<file path="config.mk">
export PLATFORM = sky130hd
export DESIGN_NAME = buck_pi_duty_controller
export DESIGN_NICKNAME = d
export VERILOG_FILES = /design/src/bpdc_pkg.sv /design/src/buck_pi_duty_controller.sv
export SDC_FILE = /design/constraint.sdc
export NUM_CORES = 2
export LEC_CHECK = 0
export BUFFER_PORTS_ARGS = -buffer_cell sky130_fd_sc_hd__buf_2
export CAP_MARGIN = 10
export CORE_UTILIZATION = 28
export DETAILED_ROUTE_END_ITERATION = 7
export PLACE_DENSITY_LB_ADDON = 0.08
export RECOVER_POWER = 25
export SYNTH_ARGS = -nofsm -noshare
export SYNTH_HDL_FRONTEND = slang
export SYNTH_SLANG_ARGS = --single-unit
export TNS_END_PERCENT = 10
</file>
<file path="constraint.sdc">
create_clock -name clk -period 11.4 [get_ports clk]
set_clock_uncertainty 0.05 [all_clocks]
set_input_delay 1.14 -clock clk [delete_from_list [all_inputs] [get_ports clk]]
set_output_delay 1.14 -clock clk [all_outputs]
set_load 0.05 [all_outputs]
</file>
<file path="src/bpdc_pkg.sv">
`timescale 1ns / 1ps

package bpdc_pkg;

  // ADC conversion width and full-scale code.
  localparam int ADC_W = 12;
  localparam int ADC_FS = (1 << ADC_W) - 1;
  localparam int IN_TDATA_W = ((ADC_W + 7) / 8) * 8;

  // Volts in Q6.8: feedback = adc * 33 * 256 / full scale; 8448 = 2^13 + 2^8.
  localparam int FB_W = 14;
  localparam int FBX_W = ADC_W + 14;

  // Register file.
  localparam int CFG_W = 24;
  localparam int CFG_AW = 3;
  localparam int VOLT_W = 14;
  localparam int GAIN_W = 24;
  localparam int DUTY_W = 16;

  localparam logic [CFG_AW-1:0] REG_TARGET = 3'd0;
  localparam logic [CFG_AW-1:0] REG_PGAIN = 3'd1;
  localparam logic [CFG_AW-1:0] REG_IGAIN = 3'd2;
  localparam logic [CFG_AW-1:0] REG_DUTY_HI = 3'd3;
  localparam logic [CFG_AW-1:0] REG_DUTY_LO = 3'd4;
  localparam logic [CFG_AW-1:0] REG_ILIMIT = 3'd5;
  localparam logic [CFG_AW-1:0] REG_MIN_FB = 3'd6;

  // Output word: duty in the low half, feedback volts above it.
  localparam int OUT_TDATA_W = ((DUTY_W + FB_W + 7) / 8) * 8;

  // Shared multiplier.
  localparam int MA_W = 25;
  localparam int MB_W = 20;
  localparam int PROD_W = MA_W + MB_W;

  // Feedforward target*16/3 by reciprocal: ceil(2^20 / 3), exact for inputs below 2^19.
  localparam int FF_SH = 20;
  localparam int FF_M = ((1 << FF_SH) + 2) / 3;
  localparam int FF_W = 17;

  localparam int ERR_W = 16;
  localparam int TERM_W = 25;
  localparam int INTEG_W = 18;
  localparam int ISUM_W = 26;
  localparam int DSUM_W = 27;

  // Microcode.
  localparam int PC_W = 3;

  typedef enum logic [1:0] {
    MUL_NONE,
    MUL_FF,
    MUL_P,
    MUL_I
  } mul_sel_t;

  typedef enum logic [2:0] {
    OP_NOP,
    OP_FB_EST,
    OP_FB_FIX,
    OP_ERR,
    OP_FF_TAKE,
    OP_P_TAKE,
    OP_INTEG,
    OP_DUTY
  } alu_op_t;

  typedef enum logic {
    JMP_NONE,
    JMP_LOW
  } jmp_t;

  typedef struct packed {
    mul_sel_t mul;
    alu_op_t op;
    jmp_t jmp;
    logic last;
  } ucw_t;

  function automatic ucw_t ucode(input logic [PC_W-1:0] pc);
    ucw_t cw;
    case (pc)
      3'd0: cw = '{mul: MUL_NONE, op: OP_FB_EST, jmp: JMP_NONE, last: 1'b0};
      3'd1: cw = '{mul: MUL_NONE, op: OP_FB_FIX, jmp: JMP_NONE, last: 1'b0};
      3'd2: cw = '{mul: MUL_FF, op: OP_ERR, jmp: JMP_LOW, last: 1'b0};
      3'd3: cw = '{mul: MUL_P, op: OP_FF_TAKE, jmp: JMP_NONE, last: 1'b0};
      3'd4: cw = '{mul: MUL_I, op: OP_P_TAKE, jmp: JMP_NONE, last: 1'b0};
      3'd5: cw = '{mul: MUL_NONE, op: OP_INTEG, jmp: JMP_NONE, last: 1'b0};
      3'd6: cw = '{mul: MUL_NONE, op: OP_DUTY, jmp: JMP_NONE, last: 1'b1};
      default: cw = '{mul: MUL_NONE, op: OP_NOP, jmp: JMP_NONE, last: 1'b1};
    endcase
    return cw;
  endfunction

endpackage

</file>
<file path="src/buck_pi_duty_controller.sv">
`timescale 1ns / 1ps

// Buck converter voltage-loop duty controller: PI with feedforward and anti-windup.
// The input stream carries one raw output-voltage ADC word per sample on in_tdata.
// The result stream carries the clamped duty command and the scaled feedback volts.
// Samples whose feedback falls below the min_feedback register produce no word and
// leave the integrator untouched. The user writes gains and limits via the cfg_ port,
// one register per write, only while the block is idle; the block does not enforce it.
// An accepted sample runs through a seven-step microprogram held in a small ROM; a
// step counter drives one shared multiplier and one adder path. A result word shows
// on out_tvalid once the final step has run, and in_tready returns in that same
// cycle, so the block takes a new sample only once it is through with the last. The
// three multiplications share the one multiplier, so each takes a step of its own. A
// sample below the threshold ends after three steps, so the next can follow sooner.
// The result sits in an output register; while the receiver stalls, the next sample
// is still accepted and worked on, and only its final step waits until the
// register is free.
// Synchronous reset (rst_n low) clears the integrator, loads the register defaults,
// drops out_tvalid and returns the sequencer to idle.
module buck_pi_duty_controller
  import bpdc_pkg::*;
(
  input  logic                   clk,
  input  logic                   rst_n,
  input  logic                   in_tvalid,
  output logic                   in_tready,
  input  logic [IN_TDATA_W-1:0]  in_tdata,   // adc_sample
  output logic                   out_tvalid,
  input  logic                   out_tready,
  output logic [OUT_TDATA_W-1:0] out_tdata,  // duty_cycle, feedback_volts
  input  logic                   cfg_wr_en,
  input  logic [CFG_AW-1:0]      cfg_addr,
  input  logic [CFG_W-1:0]       cfg_wdata
);

  // Configuration registers.
  logic [VOLT_W-1:0] target_r;
  logic [GAIN_W-1:0] pgain_r;
  logic [GAIN_W-1:0] igain_r;
  logic [DUTY_W-1:0] duty_hi_r;
  logic [DUTY_W-1:0] duty_lo_r;
  logic [DUTY_W-1:0] ilimit_r;
  logic [VOLT_W-1:0] min_fb_r;

  // Sequencer.
  logic            busy_r, busy_nxt;
  logic [PC_W-1:0] pc_r, pc_nxt;
  ucw_t            cw;
  logic            advance;
  logic            low_fb;

  // Datapath registers.
  logic [ADC_W-1:0]         adc_r;
  logic [FB_W-1:0]          fb_r, fb_nxt;
  logic signed [ERR_W-1:0]  err_r, err_nxt;
  logic signed [PROD_W-1:0] prod_r, prod_nxt;
  logic [FF_W-1:0]          ff_r, ff_nxt;
  logic signed [TERM_W-1:0] p_r, p_nxt;
  logic signed [INTEG_W-1:0] integ_r, integ_nxt;

  logic                     out_valid_r, out_valid_nxt;
  logic [DUTY_W-1:0]        out_duty_r, out_duty_nxt;
  logic [FB_W-1:0]          out_fb_r, out_fb_nxt;

  // Combinational helpers.
  logic [FBX_W-1:0]          x_scaled;
  logic [FBX_W:0]            est_sum;
  logic [FBX_W:0]            fb_rem;
  logic signed [MA_W-1:0]    mul_a;
  logic signed [MB_W-1:0]    mul_b;
  logic signed [PROD_W-1:0]  prod_adj;
  logic signed [TERM_W-1:0]  term;
  logic signed [INTEG_W-1:0] lim_pos, lim_neg;
  logic                      integ_gate;
  logic signed [ISUM_W-1:0]  isum;
  logic signed [DSUM_W-1:0]  dsum;
  logic signed [DSUM_W-1:0]  dhi, dlo;

  assign cw = ucode(pc_r);
  assign in_tready = !busy_r;
  assign out_tvalid = out_valid_r;
  assign out_tdata = {{(OUT_TDATA_W - DUTY_W - FB_W){1'b0}}, out_fb_r, out_duty_r};

  // The final step waits while the previous result is still unread.
  assign advance = busy_r && !(cw.op == OP_DUTY && out_valid_r && !out_tready);
  assign low_fb = fb_r < min_fb_r;

  // Feedback scaling: x = adc * 8448, then x / full scale by the series
  // x/2^W + x/2^(2W), which undershoots by at most one; a remainder test fixes it.
  assign x_scaled = (FBX_W'(adc_r) << 13) + (FBX_W'(adc_r) << 8);
  assign est_sum  = (FBX_W + 1)'(x_scaled) + (FBX_W + 1)'(x_scaled >> ADC_W);
  assign fb_rem   = (FBX_W + 1)'(x_scaled) - ((FBX_W + 1)'(fb_r) << ADC_W)
                    + (FBX_W + 1)'(fb_r);

  // Product shifted right by 16, rounded toward zero.
  assign prod_adj = prod_r[PROD_W-1] ? prod_r + $signed(PROD_W'(17'h0FFFF)) : prod_r;
  assign term = $signed(prod_adj[16 +: TERM_W]);

  assign lim_pos = $signed(INTEG_W'(ilimit_r));
  assign lim_neg = -lim_pos;
  assign integ_gate = (integ_r <= lim_pos) && (integ_r >= lim_neg);
  assign isum = ISUM_W'(integ_r) + (integ_gate ? ISUM_W'(term) : '0);

  assign dsum = $signed(DSUM_W'(ff_r)) + DSUM_W'(p_r) + DSUM_W'(integ_r);
  assign dhi = $signed(DSUM_W'(duty_hi_r));
  assign dlo = $signed(DSUM_W'(duty_lo_r));

  always_comb begin
    case (cw.mul)
      MUL_FF: begin
        mul_a = $signed(MA_W'({target_r, 4'b0000}));
        mul_b = $signed(MB_W'(FF_M));
      end
      MUL_P: begin
        mul_a = $signed(MA_W'(pgain_r));
        mul_b = MB_W'(err_r);
      end
      MUL_I: begin
        mul_a = $signed(MA_W'(igain_r));
        mul_b = MB_W'(err_r);
      end
      default: begin
        mul_a = '0;
        mul_b = '0;
      end
    endcase
  end

  always_comb begin
    busy_nxt = busy_r;
    pc_nxt = pc_r;
    fb_nxt = fb_r;
    err_nxt = err_r;
    prod_nxt = prod_r;
    ff_nxt = ff_r;
    p_nxt = p_r;
    integ_nxt = integ_r;
    out_valid_nxt = out_valid_r;
    out_duty_nxt = out_duty_r;
    out_fb_nxt = out_fb_r;

    if (out_valid_r && out_tready) begin
      out_valid_nxt = 1'b0;
    end

    if (in_tvalid && in_tready) begin
      busy_nxt = 1'b1;
      pc_nxt = '0;
    end else if (advance) begin
      if (cw.mul != MUL_NONE) begin
        prod_nxt = mul_a * mul_b;
      end
      case (cw.op)
        OP_FB_EST: fb_nxt = FB_W'(est_sum >> ADC_W);
        OP_FB_FIX: begin
          if (fb_rem >= (FBX_W + 1)'(ADC_FS)) begin
            fb_nxt = fb_r + 1'b1;
          end
        end
        OP_ERR: err_nxt = $signed(ERR_W'(target_r)) - $signed(ERR_W'(fb_r));
        OP_FF_TAKE: ff_nxt = prod_r[FF_SH +: FF_W];
        OP_P_TAKE: p_nxt = term;
        OP_INTEG: begin
          if (isum > ISUM_W'(lim_pos)) begin
            integ_nxt = lim_pos;
          end else if (isum < ISUM_W'(lim_neg)) begin
            integ_nxt = lim_neg;
          end else begin
            integ_nxt = INTEG_W'(isum);
          end
        end
        OP_DUTY: begin
          out_valid_nxt = 1'b1;
          out_fb_nxt = fb_r;
          if (dsum > dhi) begin
            out_duty_nxt = duty_hi_r;
          end else if (dsum < dlo) begin
            out_duty_nxt = duty_lo_r;
          end else begin
            out_duty_nxt = DUTY_W'(dsum);
          end
        end
        default: ;
      endcase
      if (cw.last || (cw.jmp == JMP_LOW && low_fb)) begin
        busy_nxt = 1'b0;
      end else begin
        pc_nxt = pc_r + 1'b1;
      end
    end
  end

  always_ff @(posedge clk) begin
    if (!rst_n) begin
      busy_r <= 1'b0;
      pc_r <= '0;
      out_valid_r <= 1'b0;
      integ_r <= '0;
      target_r <= VOLT_W'(6144);
      pgain_r <= GAIN_W'(83886);
      igain_r <= GAIN_W'(8389);
      duty_hi_r <= DUTY_W'(52429);
      duty_lo_r <= DUTY_W'(13107);
      ilimit_r <= DUTY_W'(9830);
      min_fb_r <= VOLT_W'(2560);
    end else begin
      busy_r <= busy_nxt;
      pc_r <= pc_nxt;
      out_valid_r <= out_valid_nxt;
      integ_r <= integ_nxt;
      if (cfg_wr_en) begin
        case (cfg_addr)
          REG_TARGET: target_r <= cfg_wdata[VOLT_W-1:0];
          REG_PGAIN: pgain_r <= cfg_wdata[GAIN_W-1:0];
          REG_IGAIN: igain_r <= cfg_wdata[GAIN_W-1:0];
          REG_DUTY_HI: duty_hi_r <= cfg_wdata[DUTY_W-1:0];
          REG_DUTY_LO: duty_lo_r <= cfg_wdata[DUTY_W-1:0];
          REG_ILIMIT: ilimit_r <= cfg_wdata[DUTY_W-1:0];
          REG_MIN_FB: min_fb_r <= cfg_wdata[VOLT_W-1:0];
          default: ;
        endcase
      end
    end
  end

  always_ff @(posedge clk) begin
    if (in_tvalid && in_tready) begin
      adc_r <= in_tdata[ADC_W-1:0];
    end
    fb_r <= fb_nxt;
    err_r <= err_nxt;
    prod_r <= prod_nxt;
    ff_r <= ff_nxt;
    p_r <= p_nxt;
    out_duty_r <= out_duty_nxt;
    out_fb_r <= out_fb_nxt;
  end

endmodule

</file>
==> metrics <==
per-instance average area after synthesis=8.649 sq um; clock tree buffer depth=3; hold buffer count at cts=0; DRC violations left=0; Ports=82; Setup Fix Bufs, Post-CTS=0; top post-synthesis cells by area=sky130_fd_sc_hd__fa_1 22%, sky130_fd_sc_hd__ha_1 15%, sky130_fd_sc_hd__edfxtp_1 13%, sky130_fd_sc_hd__dfxtp_1 8.0%, sky130_fd_sc_hd__inv_1 6.5%; Final setup viols=0; number of different library cells in the post-synthesis netlist=87; post-detailed-route wirelength per cell=21.20 um; row count=132; Sink Count=302; Max-cap violations=1; Internal=2.174 mW; worst min path class=reg -> reg; result of the run=complete, but fails checks; share of cells above drive strength 1=0.05909; Pins Over Slew Limit=65; cell chosen for the clock root=sky130_fd_sc_hd__clkbuf_16; cells on worst reg2reg path=29; crit-path max FO=14; switching power summed over all nets=0.9374 mW; Switching Fraction=0.3013; area growth from synthesis to layout=10.86%; worst endpoint required time=11.69 ns; # H-tree levels=2; crit path max-delay cell type=sky130_fd_sc_hd__nor2_1; overall via count from detail_route=29,377; TritonCTS clock tree=built; largest net degree at the start of global routing=73; fraction of power consumed by sequential logic=0.385; critical hold path startpoint=igain_r[9]$_SDFFE_PN0P_; Antenna Violating Nets Remaining=0; data arrival at the endpoint of the critical path=10.38 ns; R2R Path Start=pc_r[0]$_SDFFE_PP0P_; Tot GR Track Use=0.1957; share of the yosys chip area belonging to registers=0.2060; 1st-iter DRT viols=1,794; Detailed Place HPWL=105.8 mm; area of the placeable core=130,100 sq um; failing checks=capacitance limit, slew limit; Syn Std Cell Area=36,890 sq um; Post-CTS Resized=0; Slew HR=-1.564; Combinational Power Share=0.178; first element of the critical path=pc_r[0]$_SDFFE_PP0P_; setup repair after global routing missed its margin=no; number of port buffers=75; number of global-route vias before repair=30,082; portion of synthesized cell area occupied by the leading cell type=0.2203; worst IR drop on VDD=0.09108 mV; antenna violations before repair=3; FFs w/ async S/R, synth=0; first-pass GRT wire length=195.0 mm; Setup crit start kind=flop; horizontal die dimension=365.0 um; antenna cell count=0; highest-count cells in the layout ignoring fill and taps=634 x sky130_fd_sc_hd__inv_1, 547 x sky130_fd_sc_hd__nand2_1, 442 x sky130_fd_sc_hd__ha_1; Worst Path Class, Setup=reg -> reg; number of synthesized flops with an enable pin=155; cell repeated most along the worst path=sky130_fd_sc_hd__fa_1; die area=133,200 sq um; most frequent standard cell in the layout excluding fill and tap cells=sky130_fd_sc_hd__inv_1; final-report hold violation count=0; Reg2Reg Setup Slack=1.31 ns; minimum clock period after layout=10.09 ns; Worst Max-Slew Pin Slew=3.846 ns; length of the first detailed-routing pass in iterations=7; DIE HEIGHT=365.0 um; tightest hold margin=0.4028 ns; starting density of the core=0.2834; Pleak=19.07 nW; Layout Utilization=0.3142; CP max stage delay=0.89 ns; synthesized netlist cell count=4,265; number of CTS-inserted buffers=42; Total Nets Final=5,213; count of state elements after synthesis=302; type of element capturing the critical path=flop; total grt overflow=0; clock latency on the worst-skew pair=0.61 ns; routed wire length=129.1 mm; Clock Power Share=0.437; final cycle utilization of the critical path=0.8854; final total negative setup slack=0 ns; endpoint of the worst hold path=igain_r[9]$_SDFFE_PN0P_; ratio of total power to cell area=76.10 nW/um^2; cell type with the largest total area after synthesis=sky130_fd_sc_hd__fa_1; Avg Vias per Cell=4.823; Post-synth top flop=sky130_fd_sc_hd__edfxtp_1; highest clock frequency the design can meet=99.08 MHz; final weighted congestion in routability-driven placement=0.8884; r2r endpoint=prod_r[40]$_DFFE_PP_; clock slew at reported path FFs=0.06 ns; instance count along the most critical hold path=2; Yosys Warn Count=0
==> kinds of logic after synthesis <==
kind of cell,count (synthesis),synth area share
buffers and inverters,784,0.08070
adder cells (fa/ha/maj),848,0.3703
XOR/XNOR,159,0.03775
flip-flops,302,0.2060
AND/OR/NAND/NOR,1375,0.1640
other,1,0.0001017
AO/OA/AOI/OAI,760,0.1312
multiplexers,36,0.009972
==> state kept, by name (all words and copies together), names as in the netlist, 15 cells and up <==
signal,flops
prod_r,42
p_r,25
igain_r,24
pgain_r,24
integ_r,18
ff_r,17
duty_hi_r,16
duty_lo_r,16
ilimit_r,16
out_duty_r,16
err_r,15
==> cells in the mapped netlist (45+ instances only) <==
library cell,count
sky130_fd_sc_hd__nor2_1,440
sky130_fd_sc_hd__dfxtp_1,147
sky130_fd_sc_hd__inv_1,634
sky130_fd_sc_hd__ha_1,442
sky130_fd_sc_hd__a21oi_1,262
sky130_fd_sc_hd__nand2_1,547
sky130_fd_sc_hd__nand3_1,104
sky130_fd_sc_hd__clkbuf_1,127
sky130_fd_sc_hd__o21a_1,45
sky130_fd_sc_hd__and3_1,63
sky130_fd_sc_hd__o211ai_1,45
sky130_fd_sc_hd__edfxtp_1,155
sky130_fd_sc_hd__o21ai_0,128
sky130_fd_sc_hd__fa_1,406
sky130_fd_sc_hd__xnor2_1,120
sky130_fd_sc_hd__a21o_1,63
==> worst max-delay path by stage <==
stage | end | slack, ns
after global placement | prod_r[40]$_DFFE_PP_ | 1.32
after global routing | prod_r[40]$_DFFE_PP_ | 0.53
final | prod_r[40]$_DFFE_PP_ | 1.31
after CTS | prod_r[40]$_DFFE_PP_ | 1.24
after floorplan | prod_r[40]$_DFFE_PP_ | 2.65
after detailed placement | prod_r[40]$_DFFE_PP_ | 1.23
==> power by group through the flow <==
| stage | Sequential (mW) | Clock [mW] | Combinational (mW) |
|---|---|---|---|
| after floorplan | 1.21 | 0 | 0.384 |
| after global placement | 1.22 | 0 | 0.559 |
| after detailed placement | 1.22 | 0 | 0.555 |
| after CTS | 1.20 | 1.41 | 0.558 |
| after global routing | 1.20 | 1.44 | 0.618 |
| final | 1.20 | 1.36 | 0.555 |
==> layer usage <==
| metal | track usage | share of wire | vias up |
|---|---|---|---|
| li1 | - | - | 14319 |
| met1 | 0.2741 | 0.48 | 14514 |
| met2 | 0.3255 | 0.47 | 441 |
| met3 | 0.01834 | 0.030 | 103 |
| met4 | 0.04094 | 0.019 | 0 |
| met5 | 0 | 0 | - |
==> cell type report <==
cell class | count | area (sq um)
clock buffers | 60 | 1200
repair buffers | 156 | 960.9
flip-flops and latches | 302 | 7597
clock inverters | 16 | 195.2
multi-input cells | 3180 | 26380
well taps | 1742 | 2180
fillers | 14031 | 89250
inverters | 635 | 2384
==> through the flow <==
step	instances	cell area [sq um]	power, mW	setup slack (ns)
2_1_floorplan	4266	36890	1.591	2.653
3_3_place_gp	6015	39520	1.779	1.320
3_5_place_dp	6015	39520	1.775	1.228
4_1_cts	6091	40920	3.164	1.237
5_1_grt	6091	40890	3.258	0.5267
6_report	6091	40890	3.112	1.307
==> worst max-delay path, delay by kind of cell (launching register included) <==
family | cells | cell delay (ns)
adder cells (fa/ha/maj) | 9 | 4.49
AO/OA/AOI/OAI | 10 | 2.50
AND/OR/NAND/NOR | 3 | 1.24
XOR/XNOR | 1 | 0.48
buffers and inverters | 5 | 0.47
flip-flops | 1 | 0.37
multiplexers | 1 | 0.22
No activity file was read; power rests on OpenSTA's default activity.
